<file path="src/hdl/rrp_pkg.sv">
// shared types and constants of the request parser
package rrp_pkg;

   localparam int EVENT_BITS = 4;
   localparam int ARG_BITS   = 4;
   localparam int FIELD_BITS = 24;
   localparam int BYTE_BITS  = 8;

   typedef logic [EVENT_BITS-1:0] event_type;
   typedef logic [ARG_BITS-1:0]   arg_type;
   typedef logic [FIELD_BITS-1:0] field_type;
   typedef logic [BYTE_BITS-1:0]  byte_type;

   localparam event_type EV_NONE      = 4'd0;
   localparam event_type EV_PAYLOAD   = 4'd1;
   localparam event_type EV_ARG_DONE  = 4'd2;
   localparam event_type EV_REQ_DONE  = 4'd3;
   localparam event_type EV_NOT_ARRAY = 4'd4;
   localparam event_type EV_NO_ARGS   = 4'd5;
   localparam event_type EV_TOO_MANY  = 4'd6;
   localparam event_type EV_NOT_BULK  = 4'd7;
   localparam event_type EV_TOO_BIG   = 4'd8;

   localparam byte_type CHAR_STAR   = 8'h2A;
   localparam byte_type CHAR_DOLLAR = 8'h24;
   localparam byte_type CHAR_LF     = 8'h0A;
   localparam byte_type CHAR_ZERO   = 8'h30;
   localparam byte_type CHAR_NINE   = 8'h39;

   localparam logic CSR_PAYLOAD_LIMIT  = 1'b0;
   localparam logic CSR_ARGUMENT_LIMIT = 1'b1;

   localparam field_type PAYLOAD_LIMIT_RESET = 24'd8388608;
   localparam arg_type   ARGUMENT_LIMIT_RESET = 4'd8;
   localparam field_type FIELD_MAX = 24'hFFFFFF;
   localparam arg_type   ARG_MAX   = 4'hF;

endpackage

</file>
<file path="src/hdl/resp_request_parser.sv">
// byte-wise parser for array-of-bulk-string requests
//
// One request byte enters per transfer on the req_ channel; one result leaves
// per byte on the rsp_ channel, carrying an event code, the payload byte, the
// argument index, the announced argument count and the announced length.
// Event codes: none, payload byte, argument done, request done, and the
// format errors not array, no arguments, too many, not string, too big.
// After an error the parser skips to the next line feed and waits for '*'.
// The byte is captured in an input register; the parse state and the result
// register are updated from it when the result register is free or taken, so
// a byte passes the input register and then the result register on its way
// to the rsp_ channel. One byte is taken every cycle while req_stall is low.
// This rate is set by the single state update per byte (accumulator times
// ten plus a digit, one compare against the limits).
// When the receiver stalls, the result holds and one more byte is still
// taken into the input register; req_stall rises only when both are full.
// The csr_ channel writes payload_limit (index 0) and argument_limit (index 1)
// and is always ready; the user must write it only while the block is idle,
// which the block itself does not enforce. Synchronous reset clears the
// handshake and parse state and loads the default limits.
module resp_request_parser #(
   parameter int LENGTH_BITS = 24
) (
   input  logic                clock,
   input  logic                reset,
   input  logic                req_valid,
   output logic                req_stall,
   input  rrp_pkg::byte_type   req_byte_in,
   output logic                rsp_valid,
   input  logic                rsp_stall,
   output rrp_pkg::event_type  rsp_event_res,
   output rrp_pkg::byte_type   rsp_data_byte,
   output rrp_pkg::arg_type    rsp_argument_number,
   output rrp_pkg::arg_type    rsp_argument_count,
   output rrp_pkg::field_type  rsp_argument_length,
   input  logic                csr_valid,
   output logic                csr_ready,
   input  logic                csr_index,
   input  rrp_pkg::field_type  csr_data
);
   import rrp_pkg::*;

   localparam int LW = LENGTH_BITS + 1;
   localparam int MW = LENGTH_BITS + 5;
   localparam int CW = (LW > FIELD_BITS + 1) ? LW : FIELD_BITS + 1;
   localparam logic [LW-1:0] NUM_CAP = LW'(1) << LENGTH_BITS;

   localparam logic [2:0] MODE_AWAIT   = 3'd0;
   localparam logic [2:0] MODE_COUNT   = 3'd1;
   localparam logic [2:0] MODE_HMARK   = 3'd2;
   localparam logic [2:0] MODE_LENGTH  = 3'd3;
   localparam logic [2:0] MODE_PAYLOAD = 3'd4;
   localparam logic [2:0] MODE_SKIP    = 3'd5;

   // configuration
   field_type payload_limit_ff;
   arg_type   argument_limit_ff;

   // input register
   logic     in_valid_ff, in_valid_in;
   byte_type in_byte_ff;

   // parse state
   logic [2:0]    mode_ff, mode_in;
   arg_type       count_ff, count_in;
   arg_type       cur_ff, cur_in;
   logic [LW-1:0] len_ff, len_in;
   logic [LW-1:0] rem_ff, rem_in;
   logic          ended_ff, ended_in;

   // result register
   logic      rsp_valid_ff, rsp_valid_in;
   event_type ev_ff, ev_in;
   byte_type  data_ff, data_in;
   arg_type   argnum_ff, argnum_in;
   field_type outlen_ff;

   logic          req_take, fire;
   logic          is_digit, is_lf;
   logic [MW-1:0] mult_sum;
   logic [LW-1:0] digit_val;
   logic [LW-1:0] rem_dec;
   logic [CW-1:0] len_wide, plimit_wide, field_max_wide, len_in_wide;
   logic          len_zero, len_sat;
   logic [ARG_BITS:0] next_arg;

   assign fire      = in_valid_ff && (!rsp_valid_ff || !rsp_stall);
   assign req_stall = in_valid_ff && rsp_valid_ff && rsp_stall;
   assign req_take  = req_valid && !req_stall;
   assign csr_ready = 1'b1;

   assign in_valid_in  = req_take || (in_valid_ff && !fire);
   assign rsp_valid_in = fire || (rsp_valid_ff && rsp_stall);

   assign is_lf    = (in_byte_ff == CHAR_LF);
   assign is_digit = (in_byte_ff >= CHAR_ZERO) && (in_byte_ff <= CHAR_NINE);
   assign digit_val = LW'(in_byte_ff - CHAR_ZERO);
   assign mult_sum = (MW'(len_ff) << 3) + (MW'(len_ff) << 1) + MW'(digit_val);
   assign rem_dec  = (rem_ff != '0) ? rem_ff - LW'(1) : rem_ff;
   assign len_wide    = CW'(len_ff);
   assign plimit_wide = CW'(payload_limit_ff);
   assign field_max_wide = CW'(FIELD_MAX);
   assign len_in_wide = CW'(len_in);
   assign len_zero = (len_ff == '0);
   assign len_sat  = (len_ff >= NUM_CAP);
   assign next_arg = {1'b0, cur_ff} + (ARG_BITS+1)'(1);

   always_comb begin
      mode_in   = mode_ff;
      count_in  = count_ff;
      cur_in    = cur_ff;
      len_in    = len_ff;
      rem_in    = rem_ff;
      ended_in  = ended_ff;
      ev_in     = EV_NONE;
      data_in   = '0;
      argnum_in = '0;
      case (mode_ff)
         MODE_AWAIT: begin
            if (in_byte_ff == CHAR_STAR) begin
               mode_in  = MODE_COUNT;
               count_in = '0;
               cur_in   = '0;
               rem_in   = '0;
               len_in   = '0;
               ended_in = 1'b0;
            end else begin
               ev_in   = EV_NOT_ARRAY;
               mode_in = is_lf ? MODE_AWAIT : MODE_SKIP;
            end
         end
         MODE_COUNT, MODE_LENGTH: begin
            if (!is_lf) begin
               if (!ended_ff) begin
                  if (is_digit) begin
                     len_in = (mult_sum > MW'(NUM_CAP)) ? NUM_CAP : mult_sum[LW-1:0];
                  end else begin
                     ended_in = 1'b1;
                  end
               end
            end else if (mode_ff == MODE_COUNT) begin
               count_in = (len_ff > LW'(ARG_MAX)) ? ARG_MAX : len_ff[ARG_BITS-1:0];
               if (len_zero) begin
                  ev_in   = EV_NO_ARGS;
                  mode_in = MODE_AWAIT;
               end else if (len_sat || len_ff > LW'(argument_limit_ff)) begin
                  ev_in   = EV_TOO_MANY;
                  mode_in = MODE_AWAIT;
               end else begin
                  mode_in = MODE_HMARK;
                  cur_in  = '0;
               end
               len_in = '0;
            end else begin
               if (len_sat || len_wide > plimit_wide) begin
                  ev_in   = EV_TOO_BIG;
                  mode_in = MODE_AWAIT;
               end else begin
                  rem_in  = len_ff + LW'(2);
                  mode_in = MODE_PAYLOAD;
               end
            end
         end
         MODE_HMARK: begin
            if (in_byte_ff == CHAR_DOLLAR) begin
               mode_in  = MODE_LENGTH;
               len_in   = '0;
               ended_in = 1'b0;
            end else begin
               ev_in   = EV_NOT_BULK;
               mode_in = is_lf ? MODE_AWAIT : MODE_SKIP;
            end
         end
         MODE_PAYLOAD: begin
            if (rem_ff > LW'(2)) begin
               ev_in   = EV_PAYLOAD;
               data_in = in_byte_ff;
            end
            rem_in = rem_dec;
            if (rem_dec == '0) begin
               if (next_arg >= {1'b0, count_ff}) begin
                  ev_in   = EV_REQ_DONE;
                  mode_in = MODE_AWAIT;
               end else begin
                  ev_in   = EV_ARG_DONE;
                  cur_in  = next_arg[ARG_BITS-1:0];
                  mode_in = MODE_HMARK;
               end
            end
         end
         MODE_SKIP: begin
            if (is_lf) begin
               mode_in = MODE_AWAIT;
            end
         end
         default: begin
            mode_in = MODE_AWAIT;
         end
      endcase
      if (mode_ff == MODE_PAYLOAD && rem_dec == '0) begin
         argnum_in = cur_ff;
      end else begin
         argnum_in = cur_in;
      end
   end

   always_ff @(posedge clock) begin
      if (reset) begin
         payload_limit_ff  <= PAYLOAD_LIMIT_RESET;
         argument_limit_ff <= ARGUMENT_LIMIT_RESET;
      end else if (csr_valid && csr_ready) begin
         case (csr_index)
            CSR_PAYLOAD_LIMIT: begin
               payload_limit_ff <= csr_data;
            end
            CSR_ARGUMENT_LIMIT: begin
               argument_limit_ff <= csr_data[ARG_BITS-1:0];
            end
            default: begin
               payload_limit_ff <= payload_limit_ff;
            end
         endcase
      end
   end

   always_ff @(posedge clock) begin
      if (reset) begin
         in_valid_ff  <= 1'b0;
         rsp_valid_ff <= 1'b0;
         mode_ff      <= MODE_AWAIT;
         count_ff     <= '0;
         cur_ff       <= '0;
         len_ff       <= '0;
         rem_ff       <= '0;
         ended_ff     <= 1'b0;
      end else begin
         in_valid_ff  <= in_valid_in;
         rsp_valid_ff <= rsp_valid_in;
         if (fire) begin
            mode_ff  <= mode_in;
            count_ff <= count_in;
            cur_ff   <= cur_in;
            len_ff   <= len_in;
            rem_ff   <= rem_in;
            ended_ff <= ended_in;
         end
      end
   end

   always_ff @(posedge clock) begin
      if (req_take) begin
         in_byte_ff <= req_byte_in;
      end
      if (fire) begin
         ev_ff     <= ev_in;
         data_ff   <= data_in;
         argnum_ff <= argnum_in;
         outlen_ff <= (len_in_wide > field_max_wide) ? FIELD_MAX
                                                     : len_in_wide[FIELD_BITS-1:0];
      end
   end

   assign rsp_valid           = rsp_valid_ff;
   assign rsp_event_res       = ev_ff;
   assign rsp_data_byte       = data_ff;
   assign rsp_argument_number = argnum_ff;
   assign rsp_argument_count  = count_ff;
   assign rsp_argument_length = outlen_ff;

   // a captured byte is never lost before it is parsed
   a_input_held: assert property (@(posedge clock) disable iff (reset)
      in_valid_ff && !fire |=> in_valid_ff)
      else $error("input register dropped a byte");

   // a payload byte always leaves the parser still inside the argument
   a_payload_mode: assert property (@(posedge clock) disable iff (reset)
      fire && ev_in == EV_PAYLOAD |=> mode_ff == MODE_PAYLOAD)
      else $error("payload byte left payload mode");

   // payload mode always has bytes left to consume
   a_rem_nonzero: assert property (@(posedge clock) disable iff (reset)
      mode_ff == MODE_PAYLOAD |-> rem_ff != '0)
      else $error("payload mode with no bytes left");

   // request done only on the last announced argument
   a_req_done_last: assert property (@(posedge clock) disable iff (reset)
      rsp_valid_ff && ev_ff == EV_REQ_DONE |->
         ({1'b0, argnum_ff} + (ARG_BITS+1)'(1)) >= {1'b0, count_ff})
      else $error("request done before last argument");

endmodule
</file>
<file path="config.mk">
export PLATFORM = sky130hd
export DESIGN_NAME = resp_request_parser
export DESIGN_NICKNAME = d
export VERILOG_FILES = /design/src/hdl/rrp_pkg.sv /design/src/hdl/resp_request_parser.sv
export SDC_FILE = /design/constraint.sdc
export NUM_CORES = 1
export LEC_CHECK = 0
export BUFFER_PORTS_ARGS = -buffer_cell sky130_fd_sc_hd__buf_2
export CAP_MARGIN = 20
export CELL_PAD_IN_SITES_DETAIL_PLACEMENT = 1
export CELL_PAD_IN_SITES_GLOBAL_PLACEMENT = 2
export CORE_ASPECT_RATIO = 0.7
export CORE_MARGIN = 2
export CORE_UTILIZATION = 40
export DETAILED_ROUTE_END_ITERATION = 10
export MAX_ROUTING_LAYER = met4
export PLACE_DENSITY_LB_ADDON = 0.1
export SLEW_MARGIN = 10
export SYNTH_ARGS = -nofsm -noshare
export SYNTH_HDL_FRONTEND = slang
export SYNTH_SLANG_ARGS = --single-unit
</file>
<file path="constraint.sdc">
create_clock -name clock -period 8.32 [get_ports clock]
set_input_delay 0.832 -clock clock [delete_from_list [all_inputs] [get_ports clock]]
set_output_delay 0.832 -clock clock [all_outputs]
set_load 0.1 [all_outputs]
</file>
* Word-level counts from Yosys, hierarchy flattened
Index checks and enable logic that the tools add are counted.
W data, S select, Z words.
** Operators by class
- Bitwise gates (word level) :: 1
- Reductions and logical operators :: 32
- $lt $le $gt $ge :: 10
- Add/subtract/negate cells :: 6
- Muxes and demuxes :: 57
- Equal/unequal tests :: 17
** Operators by type and width (count)
- $mux W25 :: 12
- $pmux W25 S3 :: 2
- $mux W4 :: 16
- $logic_not A25 Y1 :: 2
- $mux W3 :: 12
- $add A28 B26 Y29 :: 1
- $add A29 B25 Y29 :: 1
- $gt A29 B25 Y1 const B :: 1
- $add A25 B2 Y25 const B :: 1
- $ge A25 B25 Y1 const B :: 1
- $gt A25 B2 Y1 const B :: 1
- $gt A25 B24 Y1 :: 1
- $gt A25 B24 Y1 const B :: 1
- $gt A25 B4 Y1 :: 1
- $gt A25 B4 Y1 const B :: 1
- $reduce_bool A25 Y1 :: 1
- $sub A25 B1 Y25 const B :: 1
- $eq A8 B6 Y1 const B :: 2
- $ne A2 B2 Y1 const B :: 8
- $pmux W4 S4 :: 1
- $pmux W3 S5 :: 1
- $pmux W4 S3 :: 1
- $reduce_and A5 Y1 :: 2
- $sub A8 B6 Y9 const B :: 1
- 24 further kinds :: 51
** Word-level totals
- Register bits after elaboration :: 140
- Output and inout port bits :: 47
- Input port bits :: 38
- Logic and storage cells :: 138

* Depth between registers and ports, before layout
Gate-level depths: netlist (run 1).
- Word-level depth :: 9
- Gate-level depth with buffers :: 16
- Gate-level depth less buffers :: 13

* Least setup slack after synthesis (run 1)
Ideal clock, no wire load.
- Path type :: register -> register
- Start point :: reg in_byte_ff[6]
- End point :: reg outlen_ff[5], in the netlist rsp_argument_length[5] (data pin)
- Arrival time :: 5.015 ns
- Slack :: 3.027 ns
- Data required time :: 8.042 ns
- Buffers on the path :: 3
- Stages on the path, launching flop included :: 17
- Setup time :: 0.278 ns
- Period minus slack after synthesis :: 5.293 ns
- Path through :: edfxtp_1 -> or2_2 -> nor2_1 -> fa_1 -> ha_1 -> clkbuf_1 -> and4_1 -> and3_1 -> o211ai_1 -> a32oi_1 -> a41oi_1 -> mux2i_1 -> a211oi_2 -> nand2_1 -> buf_2 -> buf_1 -> o211ai_1
** Between the ends
- Cells in the longest elaborated chain, start to end :: 9
- Elaborated cells on any way between the ends :: 17
- Those cells by class :: add/sub (2); order compare (4); eq/ne (3); mux (7); reduce/logical (1)
** Ends and longest elaborated chain
- start, declared :: RTL line resp_request_parser.sv:61 : byte_type in_byte_ff;
- start signal, assigned :: RTL line resp_request_parser.sv:252 : in_byte_ff <= req_byte_in;
- $sub A8 B6 Y9 :: RTL line resp_request_parser.sv:97 : assign digit_val = LW'(in_byte_ff - CHAR_ZERO);
- $add A29 B25 Y29 :: RTL line resp_request_parser.sv:98 : assign mult_sum = (MW'(len_ff) << 3) + (MW'(len_ff) << 1) + MW'(digit_val);
- $gt A29 B25 Y1 :: RTL line resp_request_parser.sv:136 : len_in = (mult_sum > MW'(NUM_CAP)) ? NUM_CAP : mult_sum[LW-1:0];
- $mux W25 :: RTL line resp_request_parser.sv:136
- $mux W25 :: RTL line resp_request_parser.sv:135 : if (is_digit) begin
- $mux W25 :: RTL line resp_request_parser.sv:134 : if (!ended_ff) begin
- $mux W25 :: RTL line resp_request_parser.sv:133 : if (!is_lf) begin
- $pmux W25 S3 (*) :: RTL line resp_request_parser.sv:118 : case (mode_ff)
- $gt A25 B24 Y1 :: RTL line resp_request_parser.sv:258 : outlen_ff <= (len_in_wide > field_max_wide) ? FIELD_MAX
- end signal, assigned :: RTL line resp_request_parser.sv:258
- end, declared :: RTL line resp_request_parser.sv:76 : field_type outlen_ff;
Every way passes the cells marked *; elsewhere a longest branch is shown, timed or not.
A chain may end at the register's enable or synchronous reset.

* Worst setup path after layout (run 1)
- Start point :: reg in_byte_ff[5]
- End point :: reg len_ff[15]
** Between the ends
- Cells in the longest elaborated chain, start to end :: 8
- Elaborated cells on any way between the ends :: 16
- Those cells by class :: add/sub (2); order compare (3); eq/ne (3); mux (7); reduce/logical (1)
** Ends and longest elaborated chain
- $sub A8 B6 Y9 :: RTL line resp_request_parser.sv:97
- $add A29 B25 Y29 :: RTL line resp_request_parser.sv:98
- $gt A29 B25 Y1 :: RTL line resp_request_parser.sv:136
- $mux W25 :: RTL line resp_request_parser.sv:136
- $mux W25 :: RTL line resp_request_parser.sv:135
- $mux W25 :: RTL line resp_request_parser.sv:134
- $mux W25 :: RTL line resp_request_parser.sv:133
- $pmux W25 S3 (*) :: RTL line resp_request_parser.sv:118
- end signal, assigned :: RTL line resp_request_parser.sv:243 : len_ff <= len_in;
- end, declared :: RTL line resp_request_parser.sv:67 : logic [LW-1:0] len_ff, len_in;
Marks and branches as above.

==> summary by stage, run 1 <==
Status
The flow ran to the end, and the final reports show no timing, DRC or antenna violations.

Critical path
The signal on the critical path passes through ha_1, nor2_2, buf_4, fa_1, ha_1, a21oi_1, o21ai_0, a21oi_1, a32oi_1, xor2_1, nor3_1, a31o_2, nand2_1, buf_4, o32ai_1. The worst endpoint required time is ~8.7 ns. The kind of cell adding the most delay to the critical path is compound AO/OA/AOI/OAI gates. For this run, the slowest stage of the critical path takes 0.60 ns. The startpoint type of the worst setup path is a flip-flop. The kind of end point of the critical path is a flip-flop. The critical register-to-register path startpoint is in_byte_ff[5]$_DFFE_PP_.

The worst path arrival time is 5.76 ns. The worst setup path category is flip-flop to flip-flop. In this run the worst path has a maximum fanout of 39.

In this run the critical register-to-register path is captured at len_ff[15]$_SDFFE_PP0P_. The slowest cell on the critical path is sky130_fd_sc_hd__nor3_1. The internal reg-to-reg setup slack is slightly below 3 ns. The number of cells on the worst reg-to-reg path is 15. Together, buffers and inverters on the worst path number 2.

Global route
The global-route met3 utilization is 0.0607. The total global routing track utilization is 0.294. The via count of the first global-routing pass is slightly below 10000. The largest net degree at the start of global routing is 68. For met2 alone, demand over resource in global routing was 0.404.

The total grt overflow is 0. The number of antenna violations at the first check in global routing is 1. The first global-routing pass estimated between 50 and 60 mm of wire. For met1 alone, demand over resource in global routing was 0.431. The layer with the highest usage after global routing is met1.

Floorplan
The width of the chip is about 190 um. The initial standard-cell utilization of the core is 0.410. The initialized floorplan defines 48 standard-cell rows. The total die area is roughly 27000 um2.

The area of the core is roughly 25000 um2. The floorplan step set the die height to around 140 um. The total I/O pin count is 85.

Hold path
The worst min-delay path startpoint is payload_limit_ff[16]$_SDFFE_PP0P_. The path with the worst hold slack has its endpoint at payload_limit_ff[16]$_SDFFE_PP0P_. Along the worst hold path, the cell count comes to 2. The tightest min-delay check is of the flip-flop to flip-flop type.

Clock tree
The number of hold buffers added after CTS was 0. The post-CTS setup repair buffer count is 0. TritonCTS built the clock tree. The H-tree generated during clock tree synthesis spans 4 levels. The number of buffers created by CTS is 17. The number of sinks on the clock net is between 100 and 150. CTS placed an instance of sky130_fd_sc_hd__clkbuf_16 at the clock tree root. The clock reaches the later pin of the worst-skew pair after between 0.4 and 0.5 ns. No sink is reached through more buffers than the 2 on the longest clock path.

Once the clock tree was built, the resizer swapped 0 gates to a different size. The clock-pin slew on the worst setup and hold paths is 0.07 ns.

Layout
The layout cell share with drive strength beyond 1 is 0.124. The library cell used most frequently in the layout, excluding fill and tap cells, is sky130_fd_sc_hd__nand2_1. The post-layout instance count excluding filler cells is 1620. The library cells used most frequently in the layout, excluding fill and tap cells, are 182 x sky130_fd_sc_hd__nand2_1, 102 x sky130_fd_sc_hd__a21oi_1, 92 x sky130_fd_sc_hd__dfxtp_1. The area added between synthesis and finish is 13.3%. The final net count is about 1400.

Routing
The detailed-route wire length is between 30 and 40 mm. In this run, the number of DRC markers left after iteration 0 of detailed routing was 722. The detail-routed net length per standard cell is roughly 23 um. The first TritonRoute pass finished after 5 iterations. The routed layout has 9985 vias. The count of nets left with antenna violations after detail routing is 0. Dividing the detail-routed via count by the number of cells gives 6.16. In the routed design, unresolved DRC markers number 0.

Yosys
The most used flip-flop cell after synthesis is sky130_fd_sc_hd__dfxtp_1. The sequential element share of the synthesized area is 0.323. The number of unique standard cell types used by synthesis is 80.

The post-synthesis area per instance is roughly 8.3 um2. Yosys printed 0 warnings. After synthesis the netlist holds a flip-flop and latch count of 140.

The number of nets in the synthesized netlist is ~1300. After synthesis, the share of flip-flops with an asynchronous set or reset is 0. After technology mapping, the gate count stands at between 1000 and 1500. The area of the mapped netlist is ~10000 um2. Counting flops with a built-in enable in the synthesized netlist gives 48.

STA
Static timing analysis puts the maximum clock frequency at 0.185 GHz. The final number of max-transition violations was 0. The final period demand of the worst path is ~5.4 ns. The count of final hold-check violations is 0. The final-layout setup total negative slack is 0 ns. Setup repair after global routing left no endpoint under its margin.

For the pin with the worst max-slew slack, the measured transition is 1.06 ns. In the post-route analysis, the smallest setup slack over all paths is 2.90 ns. The worst clock skew on the final layout is 0.00919 ns.

Headroom to the max-slew limit came out at 0.293. Dividing the final minimum period by the clock period gives 0.651. The final-report setup violation count is 0.

Across all hold checks on the routed design, the worst slack comes to between 0.4 and 0.5 ns.

Power and ir drop
The worst supply voltage drop on vdd is roughly 140 uV. Summed over all cells, the static leakage comes to roughly 0.0046 uW. The completed layout was analyzed and its total power is 1940 uW. Power spread over the standard cell area amounts to 168 nW/um2.

Placed design
OpenSTA, run right after detailed placement, puts the worst setup slack at about 3.0 ns. Once detailed placement completed, the half-perimeter wirelength came to approximately 28 mm. The number of placed instances, taps included is 1586. The last weighted congestion value of the routability-driven placer is 0.956. During placement, the flow inserted port buffers numbering 83.

Job
Max-cap violations in this run came to 0.
-- Yosys cell counts (11+ instances only) --
master                     count  area (um2)
sky130_fd_sc_hd__nand2_1     182         683
sky130_fd_sc_hd__a21oi_1     102         510
sky130_fd_sc_hd__dfxtp_1      92        1840
sky130_fd_sc_hd__nor2_1       81         304
sky130_fd_sc_hd__ha_1         67         838
sky130_fd_sc_hd__inv_1        61         229
sky130_fd_sc_hd__clkbuf_1     51         191
sky130_fd_sc_hd__edfxtp_1     48        1440
sky130_fd_sc_hd__o21ai_0      47         235
sky130_fd_sc_hd__nand3_1      37         185
sky130_fd_sc_hd__o211ai_1     35         263
sky130_fd_sc_hd__nor3_1       32         160
sky130_fd_sc_hd__xor2_1       25         219
sky130_fd_sc_hd__fa_1         23         460
sky130_fd_sc_hd__o32ai_1      23         201
sky130_fd_sc_hd__and2_1       21         131
sky130_fd_sc_hd__xnor2_1      20         175
sky130_fd_sc_hd__nand4_1      19         119
sky130_fd_sc_hd__a21o_1       16         120
sky130_fd_sc_hd__a31oi_1      16         100
sky130_fd_sc_hd__nor2b_1      15        93.8
sky130_fd_sc_hd__nor4_1       15        93.8
sky130_fd_sc_hd__o31ai_1      14         105
sky130_fd_sc_hd__and3_1       12        75.1
sky130_fd_sc_hd__a211oi_1     11        82.6
sky130_fd_sc_hd__nand2b_1     11        68.8
sky130_fd_sc_hd__o21a_1       11        82.6
sky130_fd_sc_hd__or3_1        11        68.8
-- registers in the layout, indices dropped and copies added (netlist names) --
register and cells:
argument_limit_ff 4, cur_ff 4, ended_ff 1, in_byte_ff 8, in_valid_ff 1, len_ff 25
mode_ff 3, payload_limit_ff 24, rem_ff 25, rsp_argument_count 4, rsp_argument_length 24, rsp_argument_number 4
rsp_data_byte 8, rsp_event_res 4, rsp_valid 1
-- power breakdown --
part | internal [uW] | switching (uW) | total [uW]
combinational | 101 | 262 | 363
sequential | 728 | 20.3 | 748
clock | 477 | 349 | 826
total | 1310 | 632 | 1940
-- worst reg2reg max path, stage by stage (launching register included) --
cell and delay, ns:
sky130_fd_sc_hd__edfxtp_1 0.49, sky130_fd_sc_hd__ha_1 0.30, sky130_fd_sc_hd__nor2_2 0.13, sky130_fd_sc_hd__buf_4 0.31, sky130_fd_sc_hd__fa_1 0.50, sky130_fd_sc_hd__ha_1 0.43
sky130_fd_sc_hd__a21oi_1 0.21, sky130_fd_sc_hd__o21ai_0 0.52, sky130_fd_sc_hd__a21oi_1 0.17, sky130_fd_sc_hd__a32oi_1 0.47, sky130_fd_sc_hd__xor2_1 0.22, sky130_fd_sc_hd__nor3_1 0.60
sky130_fd_sc_hd__a31o_2 0.25, sky130_fd_sc_hd__nand2_1 0.06, sky130_fd_sc_hd__buf_4 0.28, sky130_fd_sc_hd__o32ai_1 0.36
-- logic make-up (layout without fill, tap and decap cells) --
logic type,count (synthesis),after routing,share of synthesized area
adder cells (fa/ha/maj),90,90,0.128
buffers and inverters,123,196,0.0477
AND/OR/NAND/NOR,475,475,0.232
AO/OA/AOI/OAI,342,342,0.225
XOR/XNOR,45,45,0.0388
multiplexers,5,5,0.00517
flip-flops,140,140,0.323
other,1,2,0.000369
-- area by class of cell --
| class | instances | area, um2 |
|---|---|---|
| Timing Repair Buffer | 102 | 562 |
| Clock inverter | 12 | 149 |
| Inverter | 62 | 233 |
| Tap cell | 325 | 407 |
| Sequential cell | 140 | 3280 |
| Antenna cell | 1 | 2.50 |
| Multi-Input combinational cell | 958 | 6400 |
| Fill cell | 3006 | 13300 |
| Clock buffer | 20 | 468 |
-- worst max path at each step --
stage	cells past startpoint	from	slack (ns)	to
6_report	15	in_byte_ff[5]$_DFFE_PP_	2.90	len_ff[15]$_SDFFE_PP0P_
2_1_floorplan	16	in_byte_ff[6]$_DFFE_PP_	3.03	rsp_argument_length[5]$_SDFFCE_PN1P_
3_3_place_gp	15	in_byte_ff[7]$_DFFE_PP_	3.20	len_ff[12]$_SDFFE_PP0P_
5_1_grt	15	in_byte_ff[7]$_DFFE_PP_	2.64	len_ff[14]$_SDFFE_PP0P_
3_5_place_dp	15	in_byte_ff[5]$_DFFE_PP_	3.02	len_ff[15]$_SDFFE_PP0P_
4_1_cts	15	in_byte_ff[7]$_DFFE_PP_	3.00	len_ff[15]$_SDFFE_PP0P_
-- routing by layer --
metal,vias to the layer above,routed length [um]
met1,4962,18700
met2,355,15100
met3,45,2720
met5,-,0
met4,0,693
li1,4623,-
-- per-stage QoR --
step	cell area (um2)	util
2_1_floorplan	10200	-
3_3_place_gp	10900	0.439
3_5_place_dp	10900	0.439
4_1_cts	11500	0.463
5_1_grt	11500	0.464
6_report	11500	0.464
(Power assumes the default switching activity.)
==> run 2, diff against run 1 <==
--- a/config.mk
+++ b/config.mk
@@ -11,7 +11,7 @@
 export CELL_PAD_IN_SITES_GLOBAL_PLACEMENT = 2
 export CORE_ASPECT_RATIO = 0.7
 export CORE_MARGIN = 2
-export CORE_UTILIZATION = 40
+export CORE_UTILIZATION = 37
 export DETAILED_ROUTE_END_ITERATION = 10
 export MAX_ROUTING_LAYER = met4
 export PLACE_DENSITY_LB_ADDON = 0.1
==> constraint.sdc (replaced) <==
create_clock -name clock -period 5.2 [get_ports clock]
set_input_delay 0.52 -clock clock [delete_from_list [all_inputs] [get_ports clock]]
set_output_delay 0.52 -clock clock [all_outputs]
set_load 0.1 [all_outputs]
==> run 2 against run 1 <==
Effect of this change:
- hold slack worse by 0.22 ns
- clock skew about the same
- combinational power up 63%
- largest cell class unchanged
- design area up 2.5%
- wire length up 4.0%
- non-clock buffer count up 33
- total power up 54%
- clock power up 46%
- worst setup slack worse by 2.6 ns
- flip-flop and latch count unchanged
- highest routed layer unchanged
==> summary by stage, run 2 (synthesized netlist as in run 1, its figures left out) <==
Status
Outcome: finished, final reports clean (unchanged).

Power and ir drop
The total power per unit cell area was 253 nW/um2 (was 168 nW/um2). The portion of total power attributed to sequential cells is 0.400 (was 0.386). The power spent charging and discharging nets is 1010 uW (was 632 uW). The leakage dissipation is 0.00479 uW (was 0.00463 uW). The post-route total power is 2990 uW (was 1940 uW). The cell-internal power came to 1980 uW (was 1310 uW).

The worst supply voltage drop on vdd was 203 uV (was 144 uV). The portion of total power attributed to the clock network came to 0.403 (was 0.426). The relative contribution of combinational cells to total power was 0.197 (was 0.187). The switching fraction of total power is 0.337 (was 0.326).

Routing
The total number of vias is 9827 (was 9985). The highest routing layer actually used is met4 (unchanged). The remaining routing DRC violations is 0 (unchanged). The met1 wire length is 20.3 mm (was 18.7 mm).

The detail-routed net length per standard cell came to 22.9 um (was 23.0 um). The routed length on met2 is 15.4 mm (was 15.1 mm). The detailed-route wire length is 38.8 mm (was 37.3 mm). The violation count after the first detailed-route iteration is 564 (was 722). The average via count per standard cell came to 5.81 (was 6.16). The count of nets left with antenna violations after detail routing is 0 (unchanged). The amount of wire on met3 after detailed routing is 2.44 mm (was 2.72 mm). The number of iterations in the first detailed-routing pass is 5 (unchanged).

STA
The timing-limited maximum frequency is 0.204 GHz (was 0.185 GHz). The final number of max-transition violations is 0 (unchanged). The final-report setup violation count came to 0 (unchanged). The final period demand of the worst path is 4.90 ns (was 5.42 ns). The count of final hold-check violations is 0 (unchanged). The worst clock skew on the final layout was 0.00921 ns (was 0.00919 ns).

The relative slew slack is 0.334 (was 0.293). The actual slew at the worst max-slew pin is 0.999 ns (was 1.06 ns). The portion of the clock cycle consumed by the worst path in the final layout is 0.941 (was 0.651).

Clock tree
The count of hold buffers inserted by post-cts repair was 0 (unchanged). The clock tree root buffer cell is sky130_fd_sc_hd__clkbuf_16 (unchanged). The clock-pin slew on the worst setup and hold paths is 0.06 ns (was 0.07 ns). The buffer levels on the longest clock path is 2 (unchanged).

The number of buffers created by CTS is 17 (unchanged). The number of sinks on the clock net came to 140 (unchanged). The count of H-tree levels built during CTS is 4 (unchanged). The TritonCTS clock tree was built (unchanged).

The insertion delay to the later sink of the worst-skew pair is 0.45 ns (was 0.44 ns).

Global route
The number of antenna violations at the first check in global routing is 0 (was 1). The total grt overflow is 0 (unchanged). The total global routing track utilization came to 0.282 (was 0.294). The via count of the first global-routing pass is 9784 (was 9667). The global-route wire length before repair is 60.0 mm (was 58.1 mm). The largest net degree at the start of global routing is 41 (was 68).

Floorplan
The width of the chip is 202 um (was 194 um). The area of the core was 26800 um2 (was 24800 um2). The total I/O pin count is 85 (unchanged).

The placement row count is 50 (was 48). The initial standard-cell utilization of the core is 0.379 (was 0.410). The total die area is 28800 um2 (was 26700 um2). The height of the die was 143 um (was 137 um).

Layout
Top Registers: len_ff (25), rem_ff (25) (unchanged). The final net count came to 1442 (was 1409). The design area came to 11800 um2 (was 11500 um2). The number of antenna cells inserted is 0 (was 1). Commonest cells after routing, fill and taps aside: 182 x sky130_fd_sc_hd__nand2_1, 101 x sky130_fd_sc_hd__a21oi_1, 92 x sky130_fd_sc_hd__dfxtp_1 (was 182 x sky130_fd_sc_hd__nand2_1, 102 x sky130_fd_sc_hd__a21oi_1, 92 x sky130_fd_sc_hd__dfxtp_1). The area added between synthesis and finish was 16.1% (was 13.3%). The layout cell share with drive strength beyond 1 was 0.152 (was 0.124). The most common cell after layout, fill and taps aside is sky130_fd_sc_hd__nand2_1 (unchanged).

Critical path
The worst path arrival time was 5.25 ns (was 5.76 ns). The internal reg-to-reg setup slack is 0.30 ns (was 2.90 ns). The slowest cell on the critical path is sky130_fd_sc_hd__edfxtp_1 (was sky130_fd_sc_hd__nor3_1). The largest fanout on the critical path is 39 (unchanged). Cell-by-cell trace of the critical path: ha_1, nor2_2, buf_12, fa_1, ha_1, and4_1, and3_1, o211ai_1, a32oi_1, xor2_1, nor3_2, a31o_2, nand2_1, buf_12, o32ai_1 (was ha_1, nor2_2, buf_4, fa_1, ha_1, a21oi_1, o21ai_0, a21oi_1, a32oi_1, xor2_1, nor3_1, a31o_2, nand2_1, buf_4, o32ai_1).

The worst setup path category is flip-flop to flip-flop (unchanged). The maximum single-stage delay on the critical path was 0.48 ns (was 0.60 ns). The worst endpoint required time is 5.55 ns (was 8.66 ns).

The kind of end point of the critical path is a flip-flop (unchanged). The startpoint type of the worst setup path is a flip-flop (unchanged).

Placed design
The last weighted congestion value of the routability-driven placer came to 0.931 (was 0.956). The count of buffers inserted at the top-level ports came to 83 (unchanged). The placed cell area is 11200 um2 (was 10900 um2). The HPWL after detailed placement is 29.5 mm (was 27.5 mm).

Hold path
The class of the worst hold path is primary input to flip-flop (was flip-flop to flip-flop).

Job
The number of max-cap violations was 0 (unchanged).
run 2: layout make-up:
cell class | count | area, um2
inverter | 62 | 233
timing repair buffer | 135 | 831
clock inverter | 13 | 104
tap | 364 | 455
multi-input combinational | 958 | 6440
clock buffer | 19 | 455
fill | 3229 | 15000
sequential | 140 | 3280
run 2: routing by layer:
metal  global-route usage  up-vias
li1                     -     4673
met1                0.424     4832
met2                0.380      286
met3               0.0571       36
met4               0.0681        0
met5                    -        -
run 2: worst paths after layout:
path / end / depth (start not counted) / startpoint
min reg2reg: payload_limit_ff[20]$_SDFFE_PP0P_ / 2 / payload_limit_ff[20]$_SDFFE_PP0P_
min: in_byte_ff[4]$_DFFE_PP_ / 1 / req_byte_in[4]
max reg2reg: len_ff[14]$_SDFFE_PP0P_ / 15 / in_byte_ff[4]$_DFFE_PP_
max: len_ff[14]$_SDFFE_PP0P_ / 15 / in_byte_ff[4]$_DFFE_PP_
run 2: stage by stage:
stage | worst slack (ns) | hold slack, ns | utilization | instances | setup TNS [ns]
final | 0.305 | 0.243 | 0.440 | 1691 | 0
after global routing | -0.00588 | 0.225 | 0.440 | 1691 | -0.00613
after CTS | 0.217 | 0.219 | 0.438 | 1690 | 0
after detailed placement | 0.238 | 0.450 | 0.417 | 1658 | 0
after global placement | 0.303 | 0.445 | 0.417 | 1658 | 0
after floorplan | 0.298 | 0.431 | - | 1221 | 0
run 2: timing repair:
| item | in CTS | in global routing |
|---|---|---|
| setup endpoints to repair | 0 | 41 |
| resized for setup | 0 | 12 |
| setup buffers | 0 | 1 |
| hold endpoints to repair | 0 | 0 |
run 2: worst max-delay path: cells and delay by family, from the launching register on:
| family | cells | cell delay, ns |
|---|---|---|
| AO/OA/AOI/OAI | 4 | 1.09 |
| flip-flops | 1 | 0.48 |
| XOR/XNOR | 1 | 0.21 |
| AND/OR/NAND/NOR | 5 | 1.35 |
| buffers and inverters | 2 | 0.42 |
| adder cells (fa/ha/maj) | 3 | 1.23 |
run 2: power by group through the flow:
stage,Combinational [uW],Clock [uW],Sequential [uW]
after CTS,585,1230,1200
after floorplan,334,0,1300
final,590,1210,1200
after global routing,637,1270,1200
after detailed placement,582,0,1220
after global placement,577,0,1220
==> run 3, diff against run 2 <==
--- a/config.mk
+++ b/config.mk
@@ -5,14 +5,14 @@
 export SDC_FILE = /design/constraint.sdc
 export NUM_CORES = 1
 export LEC_CHECK = 0
-export BUFFER_PORTS_ARGS = -buffer_cell sky130_fd_sc_hd__buf_2
 export CAP_MARGIN = 20
 export CELL_PAD_IN_SITES_DETAIL_PLACEMENT = 1
 export CELL_PAD_IN_SITES_GLOBAL_PLACEMENT = 2
 export CORE_ASPECT_RATIO = 0.7
 export CORE_MARGIN = 2
-export CORE_UTILIZATION = 37
+export CORE_UTILIZATION = 28
 export DETAILED_ROUTE_END_ITERATION = 10
+export DONT_BUFFER_PORTS = 1
 export MAX_ROUTING_LAYER = met4
 export PLACE_DENSITY_LB_ADDON = 0.1
 export SLEW_MARGIN = 10
==> run 3 against run 2 <==
Effect of this change:
- hold slack got worse by 0.11 ns
- utilization decreased by 11 points
- clock-buffer cell count decreased by 2
- flip-flop and latch count unchanged
- wire length increased by 4.9%
- global-route usage decreased by 5.8 points
- non-clock buffer count decreased by 77
- register-to-register slack got worse by 0.08 ns
- combinational power decreased by 21%
- worst setup slack got worse by 0.081 ns
- sequential power increased by 8%
- critical endpoint is now len_ff[21]$_SDFFE_PP0P_
- maximum frequency decreased by 1.6%
==> summary by stage, run 3 (synthesized netlist as in run 1, its figures left out) <==
Layout
The most common cell after layout, fill and taps aside is sky130_fd_sc_hd__nand2_1 (unchanged). The post-layout instance count excluding filler cells is 1730 (was 1691). The number of antenna cells inserted is 0 (unchanged). Commonest cells after routing, fill and taps aside: 182 x sky130_fd_sc_hd__nand2_1, 98 x sky130_fd_sc_hd__a21oi_1, 92 x sky130_fd_sc_hd__dfxtp_1 (was 182 x sky130_fd_sc_hd__nand2_1, 101 x sky130_fd_sc_hd__a21oi_1, 92 x sky130_fd_sc_hd__dfxtp_1). Top Registers: len_ff (25), rem_ff (25) (unchanged). The layout cell share with drive strength beyond 1 is 0.108 (was 0.152). The area added between synthesis and finish is 14.8% (was 16.1%). The final net count is 1365 (was 1442).

Routing
The detailed-route wire length was 40.7 mm (was 38.8 mm). The violation count after the first detailed-route iteration was 748 (was 564). The amount of wire on met3 after detailed routing is 2.07 mm (was 2.44 mm). The number of iterations in the first detailed-routing pass is 5 (unchanged). The detail-routed net length per standard cell is 23.5 um (was 22.9 um).

The average via count per standard cell came to 5.49 (was 5.81). The total number of vias came to 9503 (was 9827). The remaining routing DRC violations is 0 (unchanged). The count of nets left with antenna violations after detail routing is 0 (unchanged).

The highest routing layer actually used is met4 (unchanged). The met1 wire length was 21.9 mm (was 20.3 mm). The routed length on met2 is 16.3 mm (was 15.4 mm).

Hold path
The worst min-delay path startpoint is reset (was req_byte_in[4]). The class of the worst hold path is primary input to flip-flop (unchanged). The terminating pin of the worst hold path is cur_ff[2]$_SDFFE_PP0P_ (was in_byte_ff[4]$_DFFE_PP_). The cell depth of the worst min-delay path came to 1 (unchanged).

STA
Setup repair after global routing could not meet its margin everywhere. The relative slew slack is 0.280 (was 0.334). The portion of the clock cycle consumed by the worst path in the final layout is 0.957 (was 0.941).

The count of final hold-check violations is 0 (unchanged). The final period demand of the worst path is 4.98 ns (was 4.90 ns). The worst clock skew on the final layout is 0.0125 ns (was 0.00921 ns). The final number of max-transition violations is 0 (unchanged). The actual slew at the worst max-slew pin is 1.08 ns (was 0.999 ns). The timing-limited maximum frequency was 0.201 GHz (was 0.204 GHz). The final-layout setup total negative slack is 0 ns (unchanged). The final-report setup violation count came to 0 (unchanged).

Critical path
The worst path arrival time is 5.31 ns (was 5.25 ns). The internal reg-to-reg setup slack is 0.22 ns (was 0.30 ns). The critical register-to-register path startpoint is in_byte_ff[5]$_DFFE_PP_ (was in_byte_ff[4]$_DFFE_PP_). The worst setup path category was flip-flop to flip-flop (unchanged). The largest fanout on the critical path is 18 (was 39). The worst endpoint required time is 5.53 ns (was 5.55 ns). The number of cells on the worst reg-to-reg path is 15 (unchanged). The kind of end point of the critical path is a flip-flop (unchanged). The capturing point of the worst reg2reg path is len_ff[21]$_SDFFE_PP0P_ (was len_ff[14]$_SDFFE_PP0P_). The startpoint type of the worst setup path is a flip-flop (unchanged).

Floorplan
The total I/O pin count is 85 (unchanged). The height of the die is 163 um (was 143 um). The placement row count is 58 (was 50). The initial standard-cell utilization of the core is 0.283 (was 0.379). The width of the chip is 232 um (was 202 um). The area of the core came to 35800 um2 (was 26800 um2).

The total die area is 37900 um2 (was 28800 um2).

Power and ir drop
The total power per unit cell area is 261 nW/um2 (was 253 nW/um2). The post-route total power was 3040 uW (was 2990 uW). The worst supply voltage drop on vdd is 225 uV (was 203 uV).

The leakage dissipation is 0.00448 uW (was 0.00479 uW).

Placed design
The last weighted congestion value of the routability-driven placer is 0.917 (was 0.931). The number of placed instances, taps included was 1698 (was 1658). The HPWL after detailed placement came to 31.7 mm (was 29.5 mm). The count of buffers inserted at the top-level ports came to 0 (was 83).

Clock tree
The insertion delay to the later sink of the worst-skew pair was 0.45 ns (about the same). The number of buffers created by CTS is 17 (unchanged). The TritonCTS clock tree is built (unchanged).

The clock tree root buffer cell is sky130_fd_sc_hd__clkbuf_16 (unchanged). The count of hold buffers inserted by post-cts repair is 0 (unchanged). The post-cts repair resize count is 1 (was 0). The number of sinks on the clock net is 140 (unchanged). The buffer levels on the longest clock path is 2 (unchanged). The clock-pin slew on the worst setup and hold paths is 0.08 ns (was 0.06 ns).

The post-CTS setup repair buffer count is 0 (unchanged). The count of H-tree levels built during CTS came to 4 (unchanged).

Status
Outcome: finished, final reports clean (unchanged).

Job
The number of max-cap violations is 0 (unchanged).

Global route
The largest net degree at the start of global routing is 70 (was 41). The via count of the first global-routing pass is 9339 (was 9784). The total global routing track utilization came to 0.224 (was 0.282). The global-route wire length before repair is 61.4 mm (was 60.0 mm).

The number of antenna violations at the first check in global routing came to 0 (unchanged). The total grt overflow is 0 (unchanged).
==> run 3: cell types whose count changed in the layout (fill, tap and decap cells not counted), moves of 3 or more <==
cell / delta
sky130_fd_sc_hd__a21oi_1: -3
sky130_fd_sc_hd__a21oi_2: +3
sky130_fd_sc_hd__buf_2: -83
sky130_fd_sc_hd__buf_4: +7
sky130_fd_sc_hd__clkinv_8: +6
==> run 3: worst max-delay path, cell delays in order (launching register included) <==
cell and delay, ns:
sky130_fd_sc_hd__edfxtp_1 0.49, sky130_fd_sc_hd__ha_1 0.29, sky130_fd_sc_hd__nor2_2 0.24, sky130_fd_sc_hd__buf_12 0.22
sky130_fd_sc_hd__fa_1 0.44, sky130_fd_sc_hd__ha_1 0.39, sky130_fd_sc_hd__a21o_1 0.22, sky130_fd_sc_hd__nand2b_1 0.28
sky130_fd_sc_hd__o211ai_1 0.46, sky130_fd_sc_hd__a32oi_2 0.25, sky130_fd_sc_hd__a41oi_1 0.31, sky130_fd_sc_hd__mux2i_2 0.17
sky130_fd_sc_hd__a211oi_2 0.37, sky130_fd_sc_hd__nand2_1 0.11, sky130_fd_sc_hd__buf_4 0.23, sky130_fd_sc_hd__o32ai_1 0.37
==> run 3: worst max-delay path by stage <==
| stage | startpoint | endpoint | cells after the start |
|---|---|---|---|
| floorplan | in_byte_ff[5]$_DFFE_PP_ | rsp_argument_length[5]$_SDFFCE_PN1P_ | 16 |
| global placement | in_byte_ff[5]$_DFFE_PP_ | rsp_argument_length[12]$_SDFFCE_PN1P_ | 16 |
| detailed placement | in_byte_ff[5]$_DFFE_PP_ | rsp_argument_length[12]$_SDFFCE_PN1P_ | 16 |
| CTS | in_byte_ff[5]$_DFFE_PP_ | len_ff[21]$_SDFFE_PP0P_ | 15 |
| global route | in_byte_ff[5]$_DFFE_PP_ | len_ff[21]$_SDFFE_PP0P_ | 15 |
| finish | in_byte_ff[5]$_DFFE_PP_ | len_ff[21]$_SDFFE_PP0P_ | 15 |
==> run 3: layer usage <==
metal / up-vias / track usage
met5: - / -
met4: 0 / 0.0437
met3: 28 / 0.0396
met2: 219 / 0.302
met1: 4734 / 0.342
li1: 4522 / -
==> run 3: power breakdown <==
group	total (uW)	internal, uW	switching (uW)
Sequential	1300	1170	130
Combinational	468	152	317
Clock	1270	647	627
==> run 3: area by class of cell <==
cell class,instances,area (um2)
clock buffers,17,425
clock inverters,15,180
fillers,4248,24200
inverters,62,233
multi-input cells,958,6490
flip-flops and latches,140,3280
well taps,480,601
repair buffers,58,448
==> run 3: per-stage QoR <==
step	hold WS, ns	instance area [um2]	utilization	worst slack [ns]
after global placement	0.439	11000	0.306	0.0386
after detailed placement	0.448	11000	0.306	0.0419
after floorplan	0.431	10200	-	0.298
after global routing	0.113	11700	0.325	-0.0532
final	0.136	11700	0.325	0.223
after CTS	0.106	11600	0.323	0.0680
